### config.mk
export PLATFORM = sky130hd
export DESIGN_NAME = full_search_sad_block_matcher_unit
export DESIGN_NICKNAME = d
export VERILOG_FILES = /design/src/hdl/fssad_pkg.sv /design/src/hdl/fssad_lane.sv /design/src/hdl/fssad_row_merge.sv /design/src/hdl/fssad_accum.sv /design/src/hdl/full_search_sad_block_matcher_unit.sv
export SDC_FILE = /design/constraint.sdc
export NUM_CORES = 1
export LEC_CHECK = 0
export BUFFER_PORTS_ARGS = -buffer_cell sky130_fd_sc_hd__clkbuf_2
export CORE_MARGIN = 10
export CORE_UTILIZATION = 65
export DETAILED_ROUTE_END_ITERATION = 12
export PLACE_DENSITY = 0.88
export SETUP_SLACK_MARGIN = 0.4
export SKIP_CTS_REPAIR_TIMING = 1
export SLEW_MARGIN = 20
export SYNTH_ARGS = -nofsm -noshare
export SYNTH_HDL_FRONTEND = slang
export SYNTH_HIERARCHICAL = 1
export SYNTH_SLANG_ARGS = --single-unit
### constraint.sdc
create_clock -name i_clk -period 12.1 [get_ports i_clk]
set_input_delay 2.42 -clock i_clk [delete_from_list [all_inputs] [get_ports i_clk]]
set_output_delay 2.42 -clock i_clk [all_outputs]
set_load 0.03 [all_outputs]
### src/hdl/fssad_pkg.sv
package fssad_pkg;

    // datapath geometry
    localparam int LANES          = 16;
    localparam int PIX_W          = 8;
    localparam int ROW_SUM_W      = 12;
    localparam int SAD_W          = 16;
    localparam int COORD_W        = 12;
    localparam int OFF_W          = 5;
    localparam int FRAME_W        = 13;
    localparam int DEF_BLK_ROWS   = 16;

    // largest offset magnitude that still counts as a valid candidate
    localparam int SEARCH_RANGE   = 8;

    // reset values
    localparam logic [FRAME_W-1:0] FRAME_WIDTH_RST  = 13'd640;
    localparam logic [FRAME_W-1:0] FRAME_HEIGHT_RST = 13'd480;
    localparam logic [SAD_W-1:0]   SAD_NONE         = 16'hFFFF;

    // configuration register indexes
    typedef enum logic [0:0] {
        CFG_FRAME_WIDTH  = 1'b0,
        CFG_FRAME_HEIGHT = 1'b1
    } t_cfg_index;

    // per-candidate information carried along the row pipeline
    typedef struct packed {
        logic                    in_frame;
        logic                    last;
        logic signed [OFF_W-1:0] dx;
        logic signed [OFF_W-1:0] dy;
    } t_cand;

endpackage

### src/hdl/fssad_lane.sv
module fssad_lane (
    input  logic                        i_clk,
    input  logic                        i_en,
    input  logic [fssad_pkg::PIX_W-1:0] i_cur,
    input  logic [fssad_pkg::PIX_W-1:0] i_ref,
    output logic [fssad_pkg::PIX_W-1:0] o_diff
);
    import fssad_pkg::*;

    logic [PIX_W-1:0] r_diff;

    // absolute difference of one pixel pair
    always_ff @(posedge i_clk) begin
        if (i_en) begin
            r_diff <= (i_cur > i_ref) ? (i_cur - i_ref) : (i_ref - i_cur);
        end
    end

    assign o_diff = r_diff;

endmodule

### src/hdl/fssad_row_merge.sv
module fssad_row_merge (
    input  logic                                              i_clk,
    input  logic                                              i_en,
    input  logic [fssad_pkg::LANES-1:0][fssad_pkg::PIX_W-1:0] i_diff,
    input  fssad_pkg::t_cand                                  i_cand,
    output logic [fssad_pkg::ROW_SUM_W-1:0]                   o_row_sad,
    output fssad_pkg::t_cand                                  o_cand
);
    import fssad_pkg::*;

    logic [8:0]           lvl1 [8];
    logic [9:0]           lvl2 [4];
    logic [10:0]          lvl3 [2];
    logic [ROW_SUM_W-1:0] row_sum;
    logic [ROW_SUM_W-1:0] r_row_sad;
    t_cand                r_cand;

    // balanced adder tree over the lane results
    always_comb begin
        for (int i = 0; i < 8; i++) begin
            lvl1[i] = {1'b0, i_diff[2*i]} + {1'b0, i_diff[2*i+1]};
        end
        for (int i = 0; i < 4; i++) begin
            lvl2[i] = {1'b0, lvl1[2*i]} + {1'b0, lvl1[2*i+1]};
        end
        for (int i = 0; i < 2; i++) begin
            lvl3[i] = {1'b0, lvl2[2*i]} + {1'b0, lvl2[2*i+1]};
        end
        row_sum = {1'b0, lvl3[0]} + {1'b0, lvl3[1]};
    end

    // row sum and candidate info move on together
    always_ff @(posedge i_clk) begin
        if (i_en) begin
            r_row_sad <= row_sum;
            r_cand    <= i_cand;
        end
    end

    assign o_row_sad = r_row_sad;
    assign o_cand    = r_cand;

endmodule

### src/hdl/fssad_accum.sv
module fssad_accum #(
    parameter int BLK_ROWS = fssad_pkg::DEF_BLK_ROWS
) (
    input  logic                                 i_clk,
    input  logic                                 i_rst_n,
    input  logic                                 i_row_valid,
    input  logic [fssad_pkg::ROW_SUM_W-1:0]      i_row_sad,
    input  fssad_pkg::t_cand                     i_cand,
    output logic                                 o_stall,
    output logic                                 o_valid,
    input  logic                                 i_out_ready,
    output logic signed [fssad_pkg::OFF_W-1:0]   o_best_offset_x,
    output logic signed [fssad_pkg::OFF_W-1:0]   o_best_offset_y,
    output logic [fssad_pkg::SAD_W-1:0]          o_min_sad,
    output logic                                 o_found
);
    import fssad_pkg::*;

    localparam int              RW       = $clog2(BLK_ROWS);
    localparam logic [RW-1:0]   ROW_LAST = RW'(BLK_ROWS - 1);

    logic [RW-1:0]           r_rows;
    logic [SAD_W-1:0]        r_running;
    logic [SAD_W-1:0]        r_lowest;
    logic signed [OFF_W-1:0] r_low_dx;
    logic signed [OFF_W-1:0] r_low_dy;
    logic                    r_out_valid;
    logic signed [OFF_W-1:0] r_out_dx;
    logic signed [OFF_W-1:0] r_out_dy;
    logic [SAD_W-1:0]        r_out_sad;

    logic                    row_end;
    logic [SAD_W-1:0]        sum_new;
    logic                    take;
    logic                    emit;
    logic                    step;
    logic [SAD_W-1:0]        n_lowest;
    logic signed [OFF_W-1:0] n_low_dx;
    logic signed [OFF_W-1:0] n_low_dy;

    // candidate close, compare against the best so far
    always_comb begin
        row_end  = (r_rows == ROW_LAST);
        sum_new  = r_running + SAD_W'(i_row_sad);
        take     = i_cand.in_frame && (sum_new < r_lowest);
        emit     = i_row_valid && row_end && i_cand.last;
        o_stall  = emit && r_out_valid && !i_out_ready;
        step     = i_row_valid && !o_stall;
        n_lowest = take ? sum_new  : r_lowest;
        n_low_dx = take ? i_cand.dx : r_low_dx;
        n_low_dy = take ? i_cand.dy : r_low_dy;
    end

    // search state
    always_ff @(posedge i_clk) begin
        if (!i_rst_n) begin
            r_rows    <= '0;
            r_running <= '0;
            r_lowest  <= SAD_NONE;
            r_low_dx  <= '0;
            r_low_dy  <= '0;
        end else if (step) begin
            if (row_end) begin
                r_rows    <= '0;
                r_running <= '0;
                if (emit) begin
                    r_lowest <= SAD_NONE;
                    r_low_dx <= '0;
                    r_low_dy <= '0;
                end else begin
                    r_lowest <= n_lowest;
                    r_low_dx <= n_low_dx;
                    r_low_dy <= n_low_dy;
                end
            end else begin
                r_rows    <= r_rows + 1'b1;
                r_running <= sum_new;
            end
        end
    end

    // output register, holds a request until the receiver takes it
    always_ff @(posedge i_clk) begin
        if (!i_rst_n) begin
            r_out_valid <= 1'b0;
        end else if (step && emit) begin
            r_out_valid <= 1'b1;
        end else if (i_out_ready) begin
            r_out_valid <= 1'b0;
        end
    end

    always_ff @(posedge i_clk) begin
        if (step && emit) begin
            r_out_dx  <= n_low_dx;
            r_out_dy  <= n_low_dy;
            r_out_sad <= n_lowest;
        end
    end

    assign o_valid         = r_out_valid;
    assign o_best_offset_x = r_out_dx;
    assign o_best_offset_y = r_out_dy;
    assign o_min_sad       = r_out_sad;
    assign o_found         = (r_out_sad != SAD_NONE);

    // row counter stays inside the block
    a_rows_range: assert property (@(posedge i_clk) disable iff (!i_rst_n)
        r_rows <= ROW_LAST)
        else $error("row counter beyond block height");

    // an emitted result clears the search
    a_clear_after_emit: assert property (@(posedge i_clk) disable iff (!i_rst_n)
        step && emit |=> (r_lowest == SAD_NONE) && (r_running == '0) && (r_rows == '0))
        else $error("search state not cleared after result");

    // a waiting request is never dropped
    a_hold_request: assert property (@(posedge i_clk) disable iff (!i_rst_n)
        r_out_valid && !i_out_ready |=> r_out_valid)
        else $error("pending result lost");

    // no winner means the offset is still zero
    a_none_zero_offset: assert property (@(posedge i_clk) disable iff (!i_rst_n)
        r_lowest == SAD_NONE |-> (r_low_dx == '0) && (r_low_dy == '0))
        else $error("offset set without a winning candidate");

endmodule

### src/hdl/full_search_sad_block_matcher_unit.sv
// Full-search SAD block matcher.
// Input channel (i_valid / o_ready): one request per clock, while o_ready is
// high, carries one row of the current block and of a candidate reference
// block, 16 pixels each, with the block position, the candidate offset and
// a last-candidate flag. Each candidate takes BLK_ROWS consecutive requests;
// the position, offset and flag are sampled on its final row.
// Output channel (o_valid / i_ready): after the final row of the last
// candidate one request carries the best offset, its SAD and a found flag.
// After the edge that accepts the last row, the result passes the lane
// difference, adder tree and accumulate/compare registers in turn.
// Throughput: one row per cycle while o_ready is high, set by the 16 absolute
// difference lanes and the single row accumulator, closing one row each cycle.
// Configuration: i_cfg_we writes frame width (index 0) or frame height
// (index 1); write only while idle.
// Reset (synchronous, active low): frame 640 x 480, search state cleared,
// output empty. When the receiver stalls, rows keep flowing; o_ready falls
// only when a second result is ready while the first still waits.
module full_search_sad_block_matcher_unit #(
    parameter int BLK_ROWS = fssad_pkg::DEF_BLK_ROWS
) (
    input  logic                                 i_clk,
    input  logic                                 i_rst_n,
    input  logic                                 i_cfg_we,
    input  logic [0:0]                           i_cfg_index,
    input  logic [fssad_pkg::FRAME_W-1:0]        i_cfg_wdata,
    input  logic                                 i_valid,
    output logic                                 o_ready,
    input  logic [63:0]                          i_current_pixels_low,
    input  logic [63:0]                          i_current_pixels_high,
    input  logic [63:0]                          i_reference_pixels_low,
    input  logic [63:0]                          i_reference_pixels_high,
    input  logic [fssad_pkg::COORD_W-1:0]        i_block_left,
    input  logic [fssad_pkg::COORD_W-1:0]        i_block_top,
    input  logic signed [fssad_pkg::OFF_W-1:0]   i_offset_x,
    input  logic signed [fssad_pkg::OFF_W-1:0]   i_offset_y,
    input  logic                                 i_last_candidate,
    output logic                                 o_valid,
    input  logic                                 i_ready,
    output logic signed [fssad_pkg::OFF_W-1:0]   o_best_offset_x,
    output logic signed [fssad_pkg::OFF_W-1:0]   o_best_offset_y,
    output logic [fssad_pkg::SAD_W-1:0]          o_min_sad,
    output logic                                 o_found
);
    import fssad_pkg::*;

    localparam logic [14:0]        BS_EXT = 15'(BLK_ROWS);
    localparam logic signed [6:0]  SR_HI  = 7'(SEARCH_RANGE);
    localparam logic signed [6:0]  SR_LO  = -SR_HI;

    logic [FRAME_W-1:0]             r_frame_width;
    logic [FRAME_W-1:0]             r_frame_height;
    logic                           r_s1_valid;
    logic                           r_s2_valid;
    t_cand                          r_s1_cand;
    t_cand                          s2_cand;
    t_cand                          in_cand;
    logic [ROW_SUM_W-1:0]           s2_row_sad;
    logic [LANES-1:0][PIX_W-1:0]    lane_diff;
    logic [127:0]                   cur_row;
    logic [127:0]                   ref_row;
    logic [14:0]                    rx;
    logic [14:0]                    ry;
    logic signed [6:0]              dx_ext;
    logic signed [6:0]              dy_ext;
    logic                           stall;
    logic                           en;

    // configuration registers
    always_ff @(posedge i_clk) begin
        if (!i_rst_n) begin
            r_frame_width  <= FRAME_WIDTH_RST;
            r_frame_height <= FRAME_HEIGHT_RST;
        end else if (i_cfg_we) begin
            case (t_cfg_index'(i_cfg_index))
                CFG_FRAME_WIDTH:  r_frame_width  <= i_cfg_wdata;
                CFG_FRAME_HEIGHT: r_frame_height <= i_cfg_wdata;
                default: ;
            endcase
        end
    end

    // bounds and range check of the candidate
    always_comb begin
        rx     = {3'b000, i_block_left} + {{10{i_offset_x[OFF_W-1]}}, i_offset_x};
        ry     = {3'b000, i_block_top}  + {{10{i_offset_y[OFF_W-1]}}, i_offset_y};
        dx_ext = {{2{i_offset_x[OFF_W-1]}}, i_offset_x};
        dy_ext = {{2{i_offset_y[OFF_W-1]}}, i_offset_y};
        in_cand.in_frame = !rx[14] && !ry[14]
                        && ((rx + BS_EXT) <= {2'b00, r_frame_width})
                        && ((ry + BS_EXT) <= {2'b00, r_frame_height})
                        && (dx_ext <= SR_HI) && (dx_ext >= SR_LO)
                        && (dy_ext <= SR_HI) && (dy_ext >= SR_LO);
        in_cand.last = i_last_candidate;
        in_cand.dx   = i_offset_x;
        in_cand.dy   = i_offset_y;
    end

    // pipeline moves unless a finished result cannot be placed
    assign en      = !stall;
    assign o_ready = en;
    assign cur_row = {i_current_pixels_high, i_current_pixels_low};
    assign ref_row = {i_reference_pixels_high, i_reference_pixels_low};

    // one lane per pixel column of the block, unused columns read zero
    for (genvar g = 0; g < LANES; g++) begin : g_lane
        if (g < BLK_ROWS) begin : g_used
            fssad_lane u_lane (
                .i_clk  (i_clk),
                .i_en   (en),
                .i_cur  (cur_row[g*PIX_W +: PIX_W]),
                .i_ref  (ref_row[g*PIX_W +: PIX_W]),
                .o_diff (lane_diff[g])
            );
        end else begin : g_unused
            assign lane_diff[g] = '0;
        end
    end

    // stage valids and candidate info beside the lanes
    always_ff @(posedge i_clk) begin
        if (!i_rst_n) begin
            r_s1_valid <= 1'b0;
            r_s2_valid <= 1'b0;
        end else if (en) begin
            r_s1_valid <= i_valid;
            r_s2_valid <= r_s1_valid;
        end
    end

    always_ff @(posedge i_clk) begin
        if (en) begin
            r_s1_cand <= in_cand;
        end
    end

    fssad_row_merge u_merge (
        .i_clk     (i_clk),
        .i_en      (en),
        .i_diff    (lane_diff),
        .i_cand    (r_s1_cand),
        .o_row_sad (s2_row_sad),
        .o_cand    (s2_cand)
    );

    fssad_accum #(
        .BLK_ROWS (BLK_ROWS)
    ) u_accum (
        .i_clk           (i_clk),
        .i_rst_n         (i_rst_n),
        .i_row_valid     (r_s2_valid),
        .i_row_sad       (s2_row_sad),
        .i_cand          (s2_cand),
        .o_stall         (stall),
        .o_valid         (o_valid),
        .i_out_ready     (i_ready),
        .o_best_offset_x (o_best_offset_x),
        .o_best_offset_y (o_best_offset_y),
        .o_min_sad       (o_min_sad),
        .o_found         (o_found)
    );

endmodule
==> results by group, run 1 <==
Route
  – Vias: 20.8k
  – Final wirelength: 65.5 mm
  – Drt first pass iters: 6
  – First-iteration detailed-routing DRC count: 1371
  – DRC: 0
  – Detail Route Antenna Nets: 0
  – Vias per inst: 5.87
  – Routed wire per std cell: 18.5 µm

Synthesis
  – Sequential area share after synthesis: 27.4%
  – Post-synthesis cell count: 2722
  – Post-synth EDFFs: 190
  – Synth unique cells: 87
  – Post-synth top area cell: edfxtp_1
  – Synthesized Nets: 3518
  – Asr flop ratio synth: 0%
  – Syn Std Cell Area: 26300 µm²
  – Post-synth top area share: 21.7%
  – Synth Register Bits: 265
  – Yosys warns: 6
  – Most common cell in the synthesized netlist: inv_1
  – Synthesized area per cell: 9.67 µm²
  – Synth cell count leaders: inv_1, ha_1, edfxtp_1, nand2_1, fa_1
  – Synth Flop Type: edfxtp_1
  – Top cells by area, synth: edfxtp_1, ha_1, fa_1, inv_1, dfxtp_1

Layout
  – Multi-input combinational cell area: 16400 µm²
  – Final net count: 3781
  – Area Growth Syn to Fin: 9.79%
  – Share of post-route cells with drive strength above 1: 16.4%
  – Post-Layout Cell Count: 3536
  – FF+latch area: 7210 µm²
  – Fill cells: 2907

Setup path
  – CP Max Fanout: 4
  – CP max-delay cell: nor4_1
  – Most common cell type on the critical path: a211oi_1
  – Worst path depth: 18
  – Top delay family on crit path: simple AND/OR/NAND/NOR gates
  – Slowest Stage Delay on Critical Path: 0.80 ns
  – Critical Path AT: 6.57 ns
  – Crit-path cells: clkbuf_2 -> ha_1 -> fa_1 -> a211oi_1 -> nor4b_1 -> nor4_1 -> nor4_2 -> nand3_1 -> o21ai_0 -> and2_1 -> ha_1 -> nand4_1 -> a211oi_1 -> o21ai_0 -> a211oi_1 -> nor4_1 -> and4b_1 -> o221a_1
  – Worst Path Required: 12.41 ns
  – CP bufs+invs: 1
  – CP Launch Type: primary input
  – CP Class: primary input to register
  – R2R depth: 16
  – Crit end category: register

Floorplanning
  – Die Height: 221 µm
  – Horiz. Die Dim: 221 µm
  – Starting Density: 65.9%
  – Core Region: 39900 µm²
  – Die area: 48900 µm²
  – Top-level I/O count: 339
  – Rows: 73

Worst hold path
  – HP Class: register to register
  – Hold Path Stages: 0

STA
  – Clk_skew: 0.0371 ns
  – Achievable frequency: 160 MHz
  – Slew Viols, Final: 0
  – Total negative setup slack: 0 ns
  – Worst-Margin Slew: 1.10 ns
  – Final Setup Violations: 0
  – Slew headroom: 26.5%
  – Post-route minimum period: 6.26 ns
  – Worst setup margin: 5.84 ns
  – Final hold vios: 0
  – Tcrit/Tclk final: 51.7%
  – RSZ-0062 raised after global routing: no

Clocking
  – Clock transition at path regs: 0.07 ns
  – Later-pin clock latency in the skew report: 0.58 ns
  – Deepest clock path buffer count: 3
  – # H-tree levels: 1
  – Total CTS buffers: 28
  – CTS tree: built
  – Root Buffer: clkbuf_16
  – Num Clock Sinks: 265

GRT
  – First-pass GRT wire length: 107 mm
  – Grt ovf: 0
  – Gr usage total: 25.8%
  – Vias in the first global route: 21.5k
  – Pin count of the biggest net entering global routing: 73
  – Antenna violations before repair: 5

Job
  – Max-Cap Viols: 0

Placement
  – Gp weighted congestion: 0.943
  – Post-DP HPWL: 53.8 mm
  – I/O Buffers: 338
  – Placed cell count: 3480
  – Setup WS pre-CTS: 5.29 ns

Status
  – Outcome: complete, no violations
## cells by family after synthesis
kind of cell | Yosys count | synth area share [%]
AO/OA/AOI/OAI | 653 | 17.3
buffers and inverters | 624 | 10.1
adder cells (fa/ha/maj) | 486 | 27.2
AND/OR/NAND/NOR | 418 | 8.08
flip-flops | 265 | 27.4
XOR/XNOR | 145 | 4.85
multiplexers | 131 | 5.05
## flip-flops by register name, indices dropped and copies added, names as in the netlist
name                         count
g_lane.g_used.u_lane/o_diff    128
u_accum/o_min_sad               16
u_accum/r_lowest                16
u_accum/r_running               16
r_frame_height                  13
r_frame_width                   13
r_s1_cand                       12
u_merge/o_cand                  12
u_merge/o_row_sad               12
u_accum/o_best_offset_x          5
u_accum/o_best_offset_y          5
u_accum/r_low_dx                 5
u_accum/r_low_dy                 5
u_accum/r_rows                   4
r_s1_valid                       1
r_s2_valid                       1
u_accum/o_valid                  1
## cell usage in the layout, fill, tap and decap left out, types with 47 or more instances in the layout
cell type	instances
fa_1	143
ha_1	343
a21o_1	47
a31oi_1	65
dfxtp_1	75
inv_1	514
nand2_1	154
a21oi_1	123
o21ai_0	128
xnor2_1	63
clkbuf_2	338
mux2i_1	116
nor2_1	69
xor2_1	81
edfxtp_1	190
## worst paths after layout
check,from,endpoint,slack [ns]
worst max-delay path,i_offset_x[0],r_s1_cand[11],5.84
worst min-delay path,r_s1_cand[4],u_merge/o_cand[4],0.42
worst max register to register,g_lane[1].g_used.u_lane/o_diff[3],u_merge/o_row_sad[11],6.71
worst min register to register,r_s1_cand[4],u_merge/o_cand[4],0.42
## cell type report
cell class	count	area share, %
tap	525	2.27
clock buffer	38	2.84
timing repair buffer	342	5.96
sequential	265	24.9
multi-input combinational	1833	56.9
inverter	515	6.71
clock inverter	14	0.329
antenna	4	0.0346
## through the flow
stage | util (%) | hold slack, ns | cell area (µm²)
after floorplan | - | 0.400 | 26300
after global placement | 70.1 | 0.402 | 28000
after detailed placement | 70.1 | 0.409 | 28000
after CTS | 72.4 | 0.423 | 28900
after global routing | 72.4 | 0.437 | 28900
final | 72.4 | 0.425 | 28900
## metal layers
| layer | global-route usage [%] | up-vias | part of all wire (%) |
|---|---|---|---|
| met1 | 31.8 | 10000 | 41 |
| met5 | 0 | - | 0.018 |
| met3 | 3.61 | 119 | 5.9 |
| met2 | 46.1 | 685 | 51 |
| li1 | - | 9936 | - |
| met4 | 7.00 | 2 | 2.6 |
Power of run 1 is left out: the tool's default activity adds up to more than one toggle a clock period on the data nets, which glitch-free logic cannot reach.
==> run 2: changes to the inputs <==
--- a/config.mk
+++ b/config.mk
@@ -7,9 +7,9 @@
 export LEC_CHECK = 0
 export BUFFER_PORTS_ARGS = -buffer_cell sky130_fd_sc_hd__clkbuf_2
 export CORE_MARGIN = 10
-export CORE_UTILIZATION = 65
+export CORE_UTILIZATION = 60
 export DETAILED_ROUTE_END_ITERATION = 12
-export PLACE_DENSITY = 0.88
+export PLACE_DENSITY = 0.82
 export SETUP_SLACK_MARGIN = 0.4
 export SKIP_CTS_REPAIR_TIMING = 1
 export SLEW_MARGIN = 20
==> constraint.sdc (replaced) <==
create_clock -name i_clk -period 6.47 [get_ports i_clk]
set_input_delay 1.294 -clock i_clk [delete_from_list [all_inputs] [get_ports i_clk]]
set_output_delay 1.294 -clock i_clk [all_outputs]
set_load 0.03 [all_outputs]
==> results by group, run 2 (synthesis results as in run 1) <==
Job
  – Max-Cap Viols: 0 (unchanged)

STA
  – Post-route minimum period: 5.36 ns
  – Achievable frequency: 187 MHz
  – Clk_skew: 0.0129 ns (-0.0242 ns)
  – Total negative setup slack: 0 ns (unchanged)
  – RSZ-0062 raised after global routing: no
  – Worst-Margin Slew: 1.07 ns (-0.0328 ns)
  – Slew headroom: 28.7% (+2.2 points)
  – Tcrit/Tclk final: 82.8%
  – Hold WS: 0.420 ns (-0.00427 ns)
  – Slew Viols, Final: 0 (unchanged)
  – Final Setup Violations: 0 (unchanged)
  – Final hold vios: 0 (unchanged)

GRT
  – Vias in the first global route: 21.1k (-1.8%)
  – First-pass GRT wire length: 106 mm (-0.50%)
  – Gr usage total: 24.2% (-1.6 points)
  – Antenna violations before repair: 5 (unchanged)
  – Grt ovf: 0 (unchanged)
  – Pin count of the biggest net entering global routing: 88 (+21%)

Floorplanning
  – Core Region: 43300 µm² (+8.4%)
  – Starting Density: 60.8% (-5.1 points)
  – Horiz. Die Dim: 229 µm (+3.7%)
  – Die Height: 229 µm (+3.7%)
  – Die area: 52600 µm² (+7.6%)
  – Top-level I/O count: 339 (unchanged)
  – Rows: 76 (+4.1%)

Setup path
  – CP Class: register to register
  – Critical Path AT: 5.65 ns (-0.92 ns)
  – Most common cell type on the critical path: fa_1
  – CP bufs+invs: 5 (+4)
  – Top delay family on crit path: adder cells
  – Slowest Stage Delay on Critical Path: 0.56 ns (-0.24 ns)
  – Crit end category: register
  – Worst Path Required: 6.76 ns (-5.65 ns)
  – CP Max Fanout: 2 (-2)
  – CP Launch Type: register
  – Crit-path cells: fa_1 -> inv_1 -> fa_1 -> inv_1 -> fa_1 -> fa_1 -> fa_1 -> inv_1 -> fa_1 -> inv_1 -> ha_1 -> inv_1 -> fa_1 -> nor2b_4 -> o2111ai_1 -> nand3_1 -> o41ai_2 -> xnor2_1
  – CP max-delay cell: fa_1

Layout
  – Number of flip-flops in the largest register: 128 (unchanged)
  – Most frequent cells in the layout: inv_1, ha_1, clkbuf_2
  – Share of post-route cells with drive strength above 1: 16.6% (+0.12 points)
  – FF+latch area: 7210 µm² (unchanged)
  – Final net count: 3783 (+0.053%)
  – Area Growth Syn to Fin: 10.4%
  – Finished Core Util: 67.1% (-5.2 points)
  – Fill cells: 3348 (+15%)
  – Commonest non-fill, non-tap cell in the layout: inv_1
  – Multi-input combinational cell area: 16400 µm² (unchanged)

Placement
  – Post-DP HPWL: 54.0 mm (+0.42%)
  – Gp weighted congestion: 0.961 (+1.9%)
  – I/O Buffers: 338 (unchanged)

Clocking
  – CTS tree: built
  – Total CTS buffers: 29 (+3.6%)
  – Deepest clock path buffer count: 3 (unchanged)
  – Clock transition at path regs: 0.06 ns (about the same)
  – Later-pin clock latency in the skew report: 0.56 ns (-0.02 ns)
  – Num Clock Sinks: 265 (unchanged)
  – # H-tree levels: 1 (unchanged)
  – Root Buffer: clkbuf_16

Route
  – Vias per inst: 5.71 (-2.8%)
  – Final wirelength: 65.7 mm (+0.22%)
  – First-iteration detailed-routing DRC count: 1330 (-3.0%)
  – DRC: 0 (unchanged)
  – Routed wire per std cell: 18.3 µm (-1.5%)
  – Drt first pass iters: 6 (unchanged)
  – Vias: 20.5k (-1.1%)
  – Detail Route Antenna Nets: 0 (unchanged)

Worst hold path
  – HP Class: register to register

Status
  – Outcome: complete, no violations
[run 2: cell type report]
| cell class | instances | area share, % |
|---|---|---|
| well taps | 585 | 2.52 |
| clock inverters | 10 | 0.353 |
| inverters | 515 | 6.67 |
| flip-flops and latches | 265 | 24.8 |
| repair buffers | 343 | 5.95 |
| multi-input cells | 1833 | 56.6 |
| clock buffers | 43 | 3.06 |
| diodes | 4 | 0.0345 |
[run 2: worst reg2reg max path, cell delays in order (launching register included)]
cell	delay, ns
edfxtp_1	0.41
fa_1	0.56
inv_1	0.06
fa_1	0.54
inv_1	0.06
fa_1	0.47
fa_1	0.52
fa_1	0.55
inv_1	0.05
fa_1	0.53
inv_1	0.04
ha_1	0.22
inv_1	0.08
fa_1	0.26
nor2b_4	0.06
o2111ai_1	0.19
nand3_1	0.14
o41ai_2	0.27
xnor2_1	0.11
[run 2: stage by stage]
step	setup WS, ns	instance area (µm²)	cells
CTS	1.10	29000	3594
global placement	1.04	28000	3541
finish	1.11	29000	3598
global route	0.854	29000	3596
floorplan	1.44	26300	2722
detailed placement	0.883	28000	3541
[run 2: final timing paths]
path                            cells past startpoint  slack, ns                         startpoint               endpoint
worst max register to register                     18       1.11  g_lane[6].g_used.u_lane/o_diff[2]  u_merge/o_row_sad[10]
worst min register to register                      0       0.42                       r_s1_cand[9]      u_merge/o_cand[9]
worst max-delay path                               18       1.11  g_lane[6].g_used.u_lane/o_diff[2]  u_merge/o_row_sad[10]
worst min-delay path                                0       0.42                       r_s1_cand[9]      u_merge/o_cand[9]
[run 2: per-layer routing]
metal / global-route usage (%) / up-vias / wire [µm]
li1: - / 9919 / -
met1: 30.7 / 9933 / 27700
met2: 42.8 / 595 / 33200
met3: 3.34 / 84 / 3520
met4: 5.48 / 4 / 1210
met5: 0 / - / 23
Power of run 2 is left out for the same reason.
